**config.mk**
```make
export PLATFORM = sky130hd
export DESIGN_NAME = fifo_task_queue_dedup
export DESIGN_NICKNAME = d
export VERILOG_FILES = /design/src/rtl/core/ftq_pkg.sv /design/src/rtl/core/ftq_ram.sv /design/src/rtl/core/ftq_next_store.sv /design/src/rtl/core/fifo_task_queue_dedup.sv
export VERILOG_INCLUDE_DIRS = /design/src /design/src/rtl/core
export SDC_FILE = /design/constraint.sdc
export NUM_CORES = 2
export LEC_CHECK = 0
export ABC_AREA = 1
export BUFFER_PORTS_ARGS = -buffer_cell sky130_fd_sc_hd__buf_2
export CAP_MARGIN = 20
export CORE_ASPECT_RATIO = 0.75
export CORE_UTILIZATION = 40
export CTS_CLUSTER_SIZE = 28
export DETAILED_ROUTE_END_ITERATION = 8
export PLACE_DENSITY = 0.66
export SETUP_SLACK_MARGIN = 0.3
export SYNTH_ARGS = -nofsm -noshare
export SYNTH_HDL_FRONTEND = slang
export SYNTH_SLANG_ARGS = --single-unit
export TNS_END_PERCENT = 5
```
**constraint.sdc**
```tcl
create_clock -name clock -period 9.9 [get_ports clock]
set_input_delay 0.495 -clock clock [delete_from_list [all_inputs] [get_ports clock]]
set_output_delay 0.495 -clock clock [all_outputs]
set_load 0.02 [all_outputs]
```
**src/rtl/core/assert_macros.svh**
```systemverilog
// assertion macros shared by the rtl
// no dependencies; expects signals named clock and reset in the using scope
`ifndef ASSERT_MACROS_SVH
`define ASSERT_MACROS_SVH

// property checked on every rising clock edge, off while reset is high
`define ASSERT_CLK(label, prop) \
   label: assert property (@(posedge clock) disable iff (reset) (prop)) \
      else $error("assertion failed");

// implication checked on every rising clock edge, off while reset is high
`define ASSERT_IMPLIES(label, cond, prop) \
   label: assert property (@(posedge clock) disable iff (reset) (cond) |-> (prop)) \
      else $error("assertion failed");

`endif

```
**src/rtl/core/ftq_pkg.sv**
```systemverilog
// shared types and constants for the linked-list task queue
// no dependencies
package ftq_pkg;

   localparam int TASK_COUNT = 255;
   localparam int ID_W = 8;
   localparam int ADDR_W = (TASK_COUNT > 1) ? $clog2(TASK_COUNT) : 1;

   localparam logic [ID_W-1:0] NONE_ID = 8'hFF;

   // request kinds
   localparam logic REQ_POST = 1'b0;
   localparam logic REQ_POP  = 1'b1;

   typedef struct packed {
      logic            req_type;
      logic [ID_W-1:0] task_id;
   } req_data_type;

   typedef struct packed {
      logic            ok;
      logic [ID_W-1:0] popped_task;
      logic            queue_empty;
   } rsp_data_type;

   // command bundle into the next-pointer store
   typedef struct packed {
      logic              rd_en;
      logic [ADDR_W-1:0] rd_addr;
      logic              wr_en;
      logic [ADDR_W-1:0] wr_addr;
      logic [ID_W-1:0]   wr_data;
   } mem_cmd_type;

endpackage

```
**src/rtl/core/ftq_ram.sv**
```systemverilog
// generic single-write, single-read ram with registered read data
// no dependencies
module ftq_ram #(
   parameter int WIDTH = 8,
   parameter int DEPTH = 256
) (
   input  logic                     clock,
   input  logic                     wr_en,
   input  logic [$clog2(DEPTH)-1:0] wr_addr,
   input  logic [WIDTH-1:0]         wr_data,
   input  logic                     rd_en,
   input  logic [$clog2(DEPTH)-1:0] rd_addr,
   output logic [WIDTH-1:0]         rd_data
);

   logic [WIDTH-1:0] mem [DEPTH];
   logic [WIDTH-1:0] rd_data_ff;

   // write port and registered read port
   always_ff @(posedge clock) begin
      if (wr_en) begin
         mem[wr_addr] <= wr_data;
      end
      if (rd_en) begin
         rd_data_ff <= mem[rd_addr];
      end
   end

   assign rd_data = rd_data_ff;

endmodule

```
**src/rtl/core/ftq_next_store.sv**
```systemverilog
// next-pointer table: ram plus per-entry written flags so unwritten entries read as none
// depends on ftq_pkg and ftq_ram
module ftq_next_store (
   input  logic                        clock,
   input  logic                        reset,
   input  ftq_pkg::mem_cmd_type        cmd,
   output logic [ftq_pkg::ID_W-1:0]    rd_next
);

   logic [ftq_pkg::TASK_COUNT-1:0] written_ff;
   logic [ftq_pkg::TASK_COUNT-1:0] written_in;
   logic                           rd_written_ff;
   logic                           rd_written_in;
   logic [ftq_pkg::ID_W-1:0]       ram_q;

   ftq_ram #(
      .WIDTH (ftq_pkg::ID_W),
      .DEPTH (ftq_pkg::TASK_COUNT)
   ) u_ram (
      .clock   (clock),
      .wr_en   (cmd.wr_en),
      .wr_addr (cmd.wr_addr),
      .wr_data (cmd.wr_data),
      .rd_en   (cmd.rd_en),
      .rd_addr (cmd.rd_addr),
      .rd_data (ram_q)
   );

   // flag update and flag sample alongside the ram read
   always_comb begin
      written_in = written_ff;
      if (cmd.wr_en) begin
         written_in[cmd.wr_addr] = 1'b1;
      end
      rd_written_in = rd_written_ff;
      if (cmd.rd_en) begin
         rd_written_in = written_ff[cmd.rd_addr];
      end
   end

   always_ff @(posedge clock) begin
      if (reset) begin
         written_ff    <= '0;
         rd_written_ff <= 1'b0;
      end else begin
         written_ff    <= written_in;
         rd_written_ff <= rd_written_in;
      end
   end

   // never-written entries hold none
   assign rd_next = rd_written_ff ? ram_q : ftq_pkg::NONE_ID;

endmodule

```
**src/rtl/core/fifo_task_queue_dedup.sv**
```systemverilog
// task queue kept as a linked list in a next-pointer ram, with dedup on post
// the result beat is registered from the exec state that follows the accepted request beat
// one request at a time: the exec state waits on the registered next-pointer ram read
// a held result stalls the update cycle until the result beat is taken
// reset: head and tail go to none and all table entries read as none at once, no clearing pass
// depends on ftq_pkg, ftq_next_store, assert_macros.svh
`include "assert_macros.svh"

module fifo_task_queue_dedup (
   input  logic                  clock,
   input  logic                  reset,
   input  logic                  req_valid,
   output logic                  req_ready,
   input  ftq_pkg::req_data_type req_data,
   output logic                  rsp_valid,
   input  logic                  rsp_ready,
   output ftq_pkg::rsp_data_type rsp_data
);

   typedef enum logic {
      ST_IDLE,
      ST_EXEC
   } state_type;

   state_type                 state_ff, state_in;
   logic [ftq_pkg::ID_W-1:0]  head_ff, head_in;
   logic [ftq_pkg::ID_W-1:0]  tail_ff, tail_in;
   logic                      req_type_ff, req_type_in;
   logic [ftq_pkg::ID_W-1:0]  id_ff, id_in;
   logic                      rsp_valid_ff, rsp_valid_in;
   ftq_pkg::rsp_data_type     rsp_data_ff, rsp_data_in;

   ftq_pkg::mem_cmd_type      cmd;
   logic [ftq_pkg::ID_W-1:0]  rd_next;
   logic                      accept;
   logic [ftq_pkg::ID_W-1:0]  rd_id;
   logic                      rd_in_range;
   logic                      id_in_range;
   logic                      waiting;
   logic                      exec_go;

   ftq_next_store u_next (
      .clock   (clock),
      .reset   (reset),
      .cmd     (cmd),
      .rd_next (rd_next)
   );

   assign req_ready = (state_ff == ST_IDLE);
   assign accept    = req_valid && req_ready;
   assign exec_go   = (state_ff == ST_EXEC) && (!rsp_valid_ff || rsp_ready);

   // read address: posted id, or current head for a pop
   assign rd_id       = (req_data.req_type == ftq_pkg::REQ_POP) ? head_ff : req_data.task_id;
   assign rd_in_range = ({1'b0, rd_id} < 9'(ftq_pkg::TASK_COUNT));

   // checks on the captured post id
   assign id_in_range = ({1'b0, id_ff} < 9'(ftq_pkg::TASK_COUNT));
   assign waiting     = id_in_range && ((rd_next != ftq_pkg::NONE_ID) || (tail_ff == id_ff));

   // next-state and table update
   always_comb begin
      state_in     = state_ff;
      head_in      = head_ff;
      tail_in      = tail_ff;
      req_type_in  = req_type_ff;
      id_in        = id_ff;
      rsp_valid_in = rsp_valid_ff && !rsp_ready;
      rsp_data_in  = rsp_data_ff;

      cmd.rd_en   = accept;
      cmd.rd_addr = rd_in_range ? rd_id[ftq_pkg::ADDR_W-1:0] : '0;
      cmd.wr_en   = 1'b0;
      cmd.wr_addr = tail_ff[ftq_pkg::ADDR_W-1:0];
      cmd.wr_data = id_ff;

      if (accept) begin
         req_type_in = req_data.req_type;
         id_in       = req_data.task_id;
         state_in    = ST_EXEC;
      end

      if (exec_go) begin
         rsp_data_in.ok          = 1'b0;
         rsp_data_in.popped_task = ftq_pkg::NONE_ID;
         if (req_type_ff == ftq_pkg::REQ_POST) begin
            // append unless out of range or already waiting
            if (id_in_range && !waiting) begin
               if (head_ff == ftq_pkg::NONE_ID) begin
                  head_in = id_ff;
               end else begin
                  cmd.wr_en = 1'b1;
               end
               tail_in = id_ff;
               rsp_data_in.ok = 1'b1;
            end
         end else begin
            // pop head and clear its link
            if (head_ff != ftq_pkg::NONE_ID) begin
               head_in = rd_next;
               if (rd_next == ftq_pkg::NONE_ID) begin
                  tail_in = ftq_pkg::NONE_ID;
               end
               cmd.wr_en   = 1'b1;
               cmd.wr_addr = head_ff[ftq_pkg::ADDR_W-1:0];
               cmd.wr_data = ftq_pkg::NONE_ID;
               rsp_data_in.ok          = 1'b1;
               rsp_data_in.popped_task = head_ff;
            end
         end
         rsp_data_in.queue_empty = (head_in == ftq_pkg::NONE_ID);
         rsp_valid_in = 1'b1;
         state_in     = ST_IDLE;
      end
   end

   // state and registered outputs
   always_ff @(posedge clock) begin
      if (reset) begin
         state_ff     <= ST_IDLE;
         head_ff      <= ftq_pkg::NONE_ID;
         tail_ff      <= ftq_pkg::NONE_ID;
         rsp_valid_ff <= 1'b0;
      end else begin
         state_ff     <= state_in;
         head_ff      <= head_in;
         tail_ff      <= tail_in;
         rsp_valid_ff <= rsp_valid_in;
      end
      req_type_ff <= req_type_in;
      id_ff       <= id_in;
      rsp_data_ff <= rsp_data_in;
   end

   assign rsp_valid = rsp_valid_ff;
   assign rsp_data  = rsp_data_ff;

   // head and tail are none together
   `ASSERT_CLK(a_ends_agree, (head_ff == ftq_pkg::NONE_ID) == (tail_ff == ftq_pkg::NONE_ID))
   // a popped id always comes with ok
   `ASSERT_IMPLIES(a_pop_ok, rsp_valid_ff && (rsp_data_ff.popped_task != ftq_pkg::NONE_ID),
      rsp_data_ff.ok)
   // one request in flight at a time
   `ASSERT_IMPLIES(a_one_in_flight, accept, ##1 !req_ready)
   // a held result matches the queue state it left behind
   `ASSERT_IMPLIES(a_empty_flag, rsp_valid_ff && (state_ff == ST_IDLE),
      rsp_data_ff.queue_empty == (head_ff == ftq_pkg::NONE_ID))

endmodule

```
After elaboration in Yosys (flattened, before gate mapping):

Memories as Yosys holds them, arrays and structs flattened. A register that Yosys moved wholly into a read port is not among the register bits.
Index checks and enable logic that the tools add are counted.

* output and inout port bits: 12
* memories kept: 1
* bits in registers: 293
* bits in writable memories: 2040
* input bits: 13

Memories
* u_next.u_ram.mem: words 255, width 8, rd ports 1, clocked after Yosys merged registers in 1, write ports 1, RTL line ftq_ram.sv:16 `logic [WIDTH-1:0] mem [DEPTH];`

* muxes and demuxes: 28
* equality and inequality tests: 8
* magnitude comparators: 5
* reduce and logical (&&, ||, !) cells: 15
* bitwise logic cells: 2

Operators with widths (number)
* $or A255 B255 Y255: 1
* $mux W8: 12
* $mux W17: 2
* $eq A8 B8 Y1 const B: 3
* $lt A8 B9 Y1 const B: 2
* $lt A8 B8 Y1 const B: 2
* $mux W16: 1
* $ne A8 B8 Y1 const B: 2
* $mux W1: 10
* $mux W9: 1
* $bmux W1 S8: 1
* $demux W1 S8: 1
* $eq A8 B8 Y1: 1
* $ge A8 B1 Y1 const B: 1
* $logic_and A1 B1 Y1: 6
* $ne A2 B1 Y1 const B: 2
* $reduce_and A4 Y1: 1
* $logic_not A1 Y1: 3
* $logic_or A1 B1 Y1: 2
* $reduce_and A2 Y1: 1
* $reduce_bool A2 Y1: 1
* $reduce_or A2 Y1: 1
* $not A1 Y1: 1

Logic depth before layout (Yosys ltp):

* word-level depth: 14
* depth in mapped cells: 23
* gate-level depth less buffers: 20

Modules after synthesis:

Synthesis repeated with hierarchy kept, for this count alone.

* cell total of the unflattened synthesis: 8794
* area, all modules: 96089.7 um2

By module, submodules not included
* ftq_ram: instances 1, area each 83136.0 um2, cells each 6994
* ftq_next_store: instances 1, area each 10891.7 um2, cells each 1523
* fifo_task_queue_dedup: instances 1, area each 2062.0 um2, cells each 277

Worst setup path before layout:

OpenSTA, ideal clock, no wires.

* path type: input to register
* start point: input rsp_ready
* end point: memory u_next.u_ram.mem[0][0], data pin
* buffers on the path: 1
* required time: 9.081 ns
* arrival: 4.287 ns
* library setup time: 0.819 ns
* stages: 7
* slack: 4.794 ns
* path through: inv_1 -> nand2_1 -> nand2_1 -> nor2_2 -> buf_6 -> inv_1 -> nand2_1

RTL lines
* start, declared: RTL line fifo_task_queue_dedup.sv:16 `input logic rsp_ready,`
* end, declared: RTL line ftq_ram.sv:16

Worst setup path after layout:

* start point: input req_data[8] in the netlist's numbering
* end point: register u_next.u_ram.rd_data_ff[1] (netlist: u_next.u_ram.rd_data[1]), read port of u_next.u_ram.mem, data pin

* word-level cells in the longest chain between the ends: 3

Ends and longest elaborated chain
* start, declared: RTL line fifo_task_queue_dedup.sv:14 `input ftq_pkg::req_data_type req_data,`
* $mux W8 (*): RTL line fifo_task_queue_dedup.sv:54 `assign rd_id = (req_data.req_type == ftq_pkg::REQ_POP) ? head_ff : req_data.task_id;`
* $lt A8 B8 Y1: RTL line fifo_task_queue_dedup.sv:55 `assign rd_in_range = ({1'b0, rd_id} < 9'(ftq_pkg::TASK_COUNT));`
* $mux W8 (*): RTL line fifo_task_queue_dedup.sv:72 `cmd.rd_addr = rd_in_range ? rd_id[ftq_pkg::ADDR_W-1:0] : '0;`
* end, declared: RTL line ftq_ram.sv:17 `logic [WIDTH-1:0] rd_data_ff;`

Mark *: on every way between the ends. The rest lies on a longest branch, timed or not.
A chain may end at the register's enable or synchronous reset.

==> out/metrics.yaml <==
fin_area_um2: 107000
clock_latency_ps: 860
grt_pass1_vias: 60700
ios: 25
clockBufferDepth: 4
start_util_pct: 40.3
max_freq_mhz: 165
reg2reg_depth: 16
hold_viol: 0
hpwl_mm: 155
antenna_found_initial: 14
drt.antenna.violating_nets: 0
synth_nets: 7723
netlist.area_leader.share_pct: 63.9
top_usage_layer: "met1"
grt_pass1_wl_mm: 404
endpoint_kind: "flip-flop"
synthCells: 7710
hold_start: "reset"
htreeDepth: 4
peakVddDrop_mv: 0.170
fill_cells: 21400
cap_violations: 0
setup_viol: 0
ys.flop_type: "edfxtp_1"
r2r-end: "u_next.u_ram.rd_data[1]$_DFFE_PP_"
outcome: "finished clean"
dpl-instance-area_um2: 100000
powerDensity_nw_per_um2: 200
cts_tree: "built"
area_growth_pct: 10.4
syn_avg_cell_area_um2: 12.6
hold_class: "input port to flip-flop"
core_area_um2: 241000
path_clk_slew_ps: 70
grt.overflow.total: 0
dr.pass1.iters: 6
slew_headroom_pct: 21.4
cp_data_arrival_time_ps: 6720
die_area_um2: 245000
hold_depth: 2
whs_ps: 102
synth.most_common_cell: "edfxtp_1"
synth_commonest_cells: "2,067 x edfxtp_1, 1,306 x nand3_1, 1,007 x o211ai_1, 801 x or2_2, 452 x nand2_1"
grt_max_degree: 191
wirelength_mm: 275
grt_use_met3_pct: 6.57
rows: 156
synth_edf_count: 2067
reg2reg_from: "head_ff[2]$_SDFFE_PP1P_"
use_met1_pct: 32.5
use_met2_pct: 30.9
final.min_clock_period_ps: 6040
drt_iter0_drc: 8690
avgViaCountPerCell: 5.83
track_usage_pct: 21.9
portBuffers: 24
path_max_fanout: 159
async_flop_share_pct: 0
gp_congestion: 0.897
synthTopCellsByArea: "edfxtp_1 64%, o211ai_1 7.8%, nand3_1 6.7%"
drive_gt1_share_pct: 17.4
cts-resized-gates: 0
fin_ws_ps: 3860
cts_root_buf: "clkbuf_16"
wl_per_cell_um: 25.2
ys_ff_latch: 2341
netlist_area_um2: 97100
rrSetupSlack_ps: 3980
whs_endpoint: "rsp_valid$_SDFF_PP0_"
place_inst: 10500
ctsHoldBuffers: 11
drc: 0
worstPathRequired_ps: 10580
start_kind: "input port"
setup_tns_ps: 0
synth.distinct_cells: 49
tightest_slew_ps: 1180
finalClockSkew_ps: 39.2
die_h_um: 429
nets: 7513
yosysSeqAreaShare_pct: 69.6
rsz0062_at_grt: "false"
fp.dieW_um: 571
dp_slack_ps: 3870
vias: 63600
timing.final.crit_share_pct: 61.0
finalMaxSlewViolations: 0
critPathKind: "input port to flip-flop"
post_cts_buffers: 0
power.leakage_uw: 0.0352
clock_sinks: 2341
yosysWarnings: 0
synth_top_area_cell: "edfxtp_1"
cts_buffers: 210
final_cells: 10900
-- worst max-delay path: stages --
cell	delay, ps
dlygate4sd3_1	520
buf_2	270
inv_6	70
nand2_1	70
nand2_1	320
nand2_2	210
nor2_4	70
nand2_8	360
nand2_8	350
inv_16	450
buf_12	390
buf_4	490
o21ai_0	160
o22ai_1	140
nand2_1	90
nand2_1	160
nand2_1	70
nand3_1	90
nand3_1	180
nand3_1	130
nand3_1	660
nand2_1	350
-- how the worst max path moves through the flow --
stage	startpoint	endpoint
2_1_floorplan	rsp_ready	u_next.u_ram.mem[0][0]$_DFFE_PP_
3_3_place_gp	req_data[8]	u_next.u_ram.rd_data[1]$_DFFE_PP_
3_5_place_dp	req_data[8]	u_next.u_ram.rd_data[1]$_DFFE_PP_
4_1_cts	req_data[8]	u_next.u_ram.rd_data[1]$_DFFE_PP_
5_1_grt	req_data[8]	u_next.u_ram.rd_data[1]$_DFFE_PP_
6_report	req_data[8]	u_next.u_ram.rd_data[1]$_DFFE_PP_
-- state kept, by name, summed over array words and instances (netlist names) --
register,cells
u_next.u_ram.rd_data,8
id_ff,8
rsp_valid,1
tail_ff,8
u_next.rd_written_ff,1
req_type_ff,1
rsp_data,10
head_ff,8
u_next.u_ram.mem,2040
state_ff,1
u_next.written_ff,255
-- logic make-up after synthesis --
group	count (synthesis)	share of synthesized area, %
AOI/OAI and AO/OA	1338	9.83
buffers and inverters	1039	4.45
and+or+nand+nor	2985	16.1
DFF	2341	69.6
xor gates and xnor gates	7	0.0631
-- report_power, final --
part           switching, uW  internal [uW]
Sequential              40.3          10800
Clock                   3640           4820
Combinational           1590            563
Total                   5270          16200
-- cells in the final DEF (no fill, tap or decap), types with 7 or more instances in the layout --
cell | netlist | layout
or2_2 | 801 | 799
nand3_1 | 1306 | 1306
nand2_2 | 10 | 9
nor2_2 | 22 | 23
bufinv_16 | 0 | 23
o22ai_2 | 7 | 7
nor2_1 | 156 | 154
or2_1 | 197 | 197
inv_1 | 445 | 445
o22ai_1 | 8 | 8
clkbuf_1 | 296 | 62
clkinvlp_4 | 0 | 7
clkinv_1 | 4 | 18
a21oi_1 | 167 | 167
clkinv_2 | 0 | 30
nand4_1 | 8 | 8
nand2_1 | 452 | 443
nor2_4 | 12 | 13
clkbuf_8 | 0 | 27
buf_12 | 0 | 25
o21ai_0 | 47 | 47
nand2_4 | 1 | 9
dlygate4sd3_1 | 0 | 11
edfxtp_1 | 2067 | 2067
clkbuf_16 | 0 | 217
nor3_1 | 7 | 7
dfxtp_1 | 274 | 274
buf_4 | 32 | 84
buf_2 | 173 | 23
o21a_1 | 77 | 77
inv_2 | 19 | 16
o211ai_1 | 1007 | 1007
-- metrics by stage --
stage	utilization [%]	total power [uW]
after global placement	41.4	13100
after global routing	44.4	22000
final	44.4	21500
after detailed placement	41.5	13200
after floorplan	-	12400
after CTS	44.4	21500
-- per-layer routing --
layer	wire, um	vias up
met1	118000	31800
met4	7370	4
met2	116000	3419
met3	34400	488
met5	17	-
li1	-	27900
-- layout make-up --
type                    instances  area (um^2)  area share, %
clock inverters                80         1000          0.937
well taps                    3239         4050           3.78
multi-input cells            4330        25400           23.7
diodes                          1         2.50        0.00233
repair buffers                147         1420           1.32
flip-flops and latches       2341        67600           63.0
inverters                     470         1810           1.69
clock buffers                 305         6020           5.61
(Power assumes the default switching activity.)
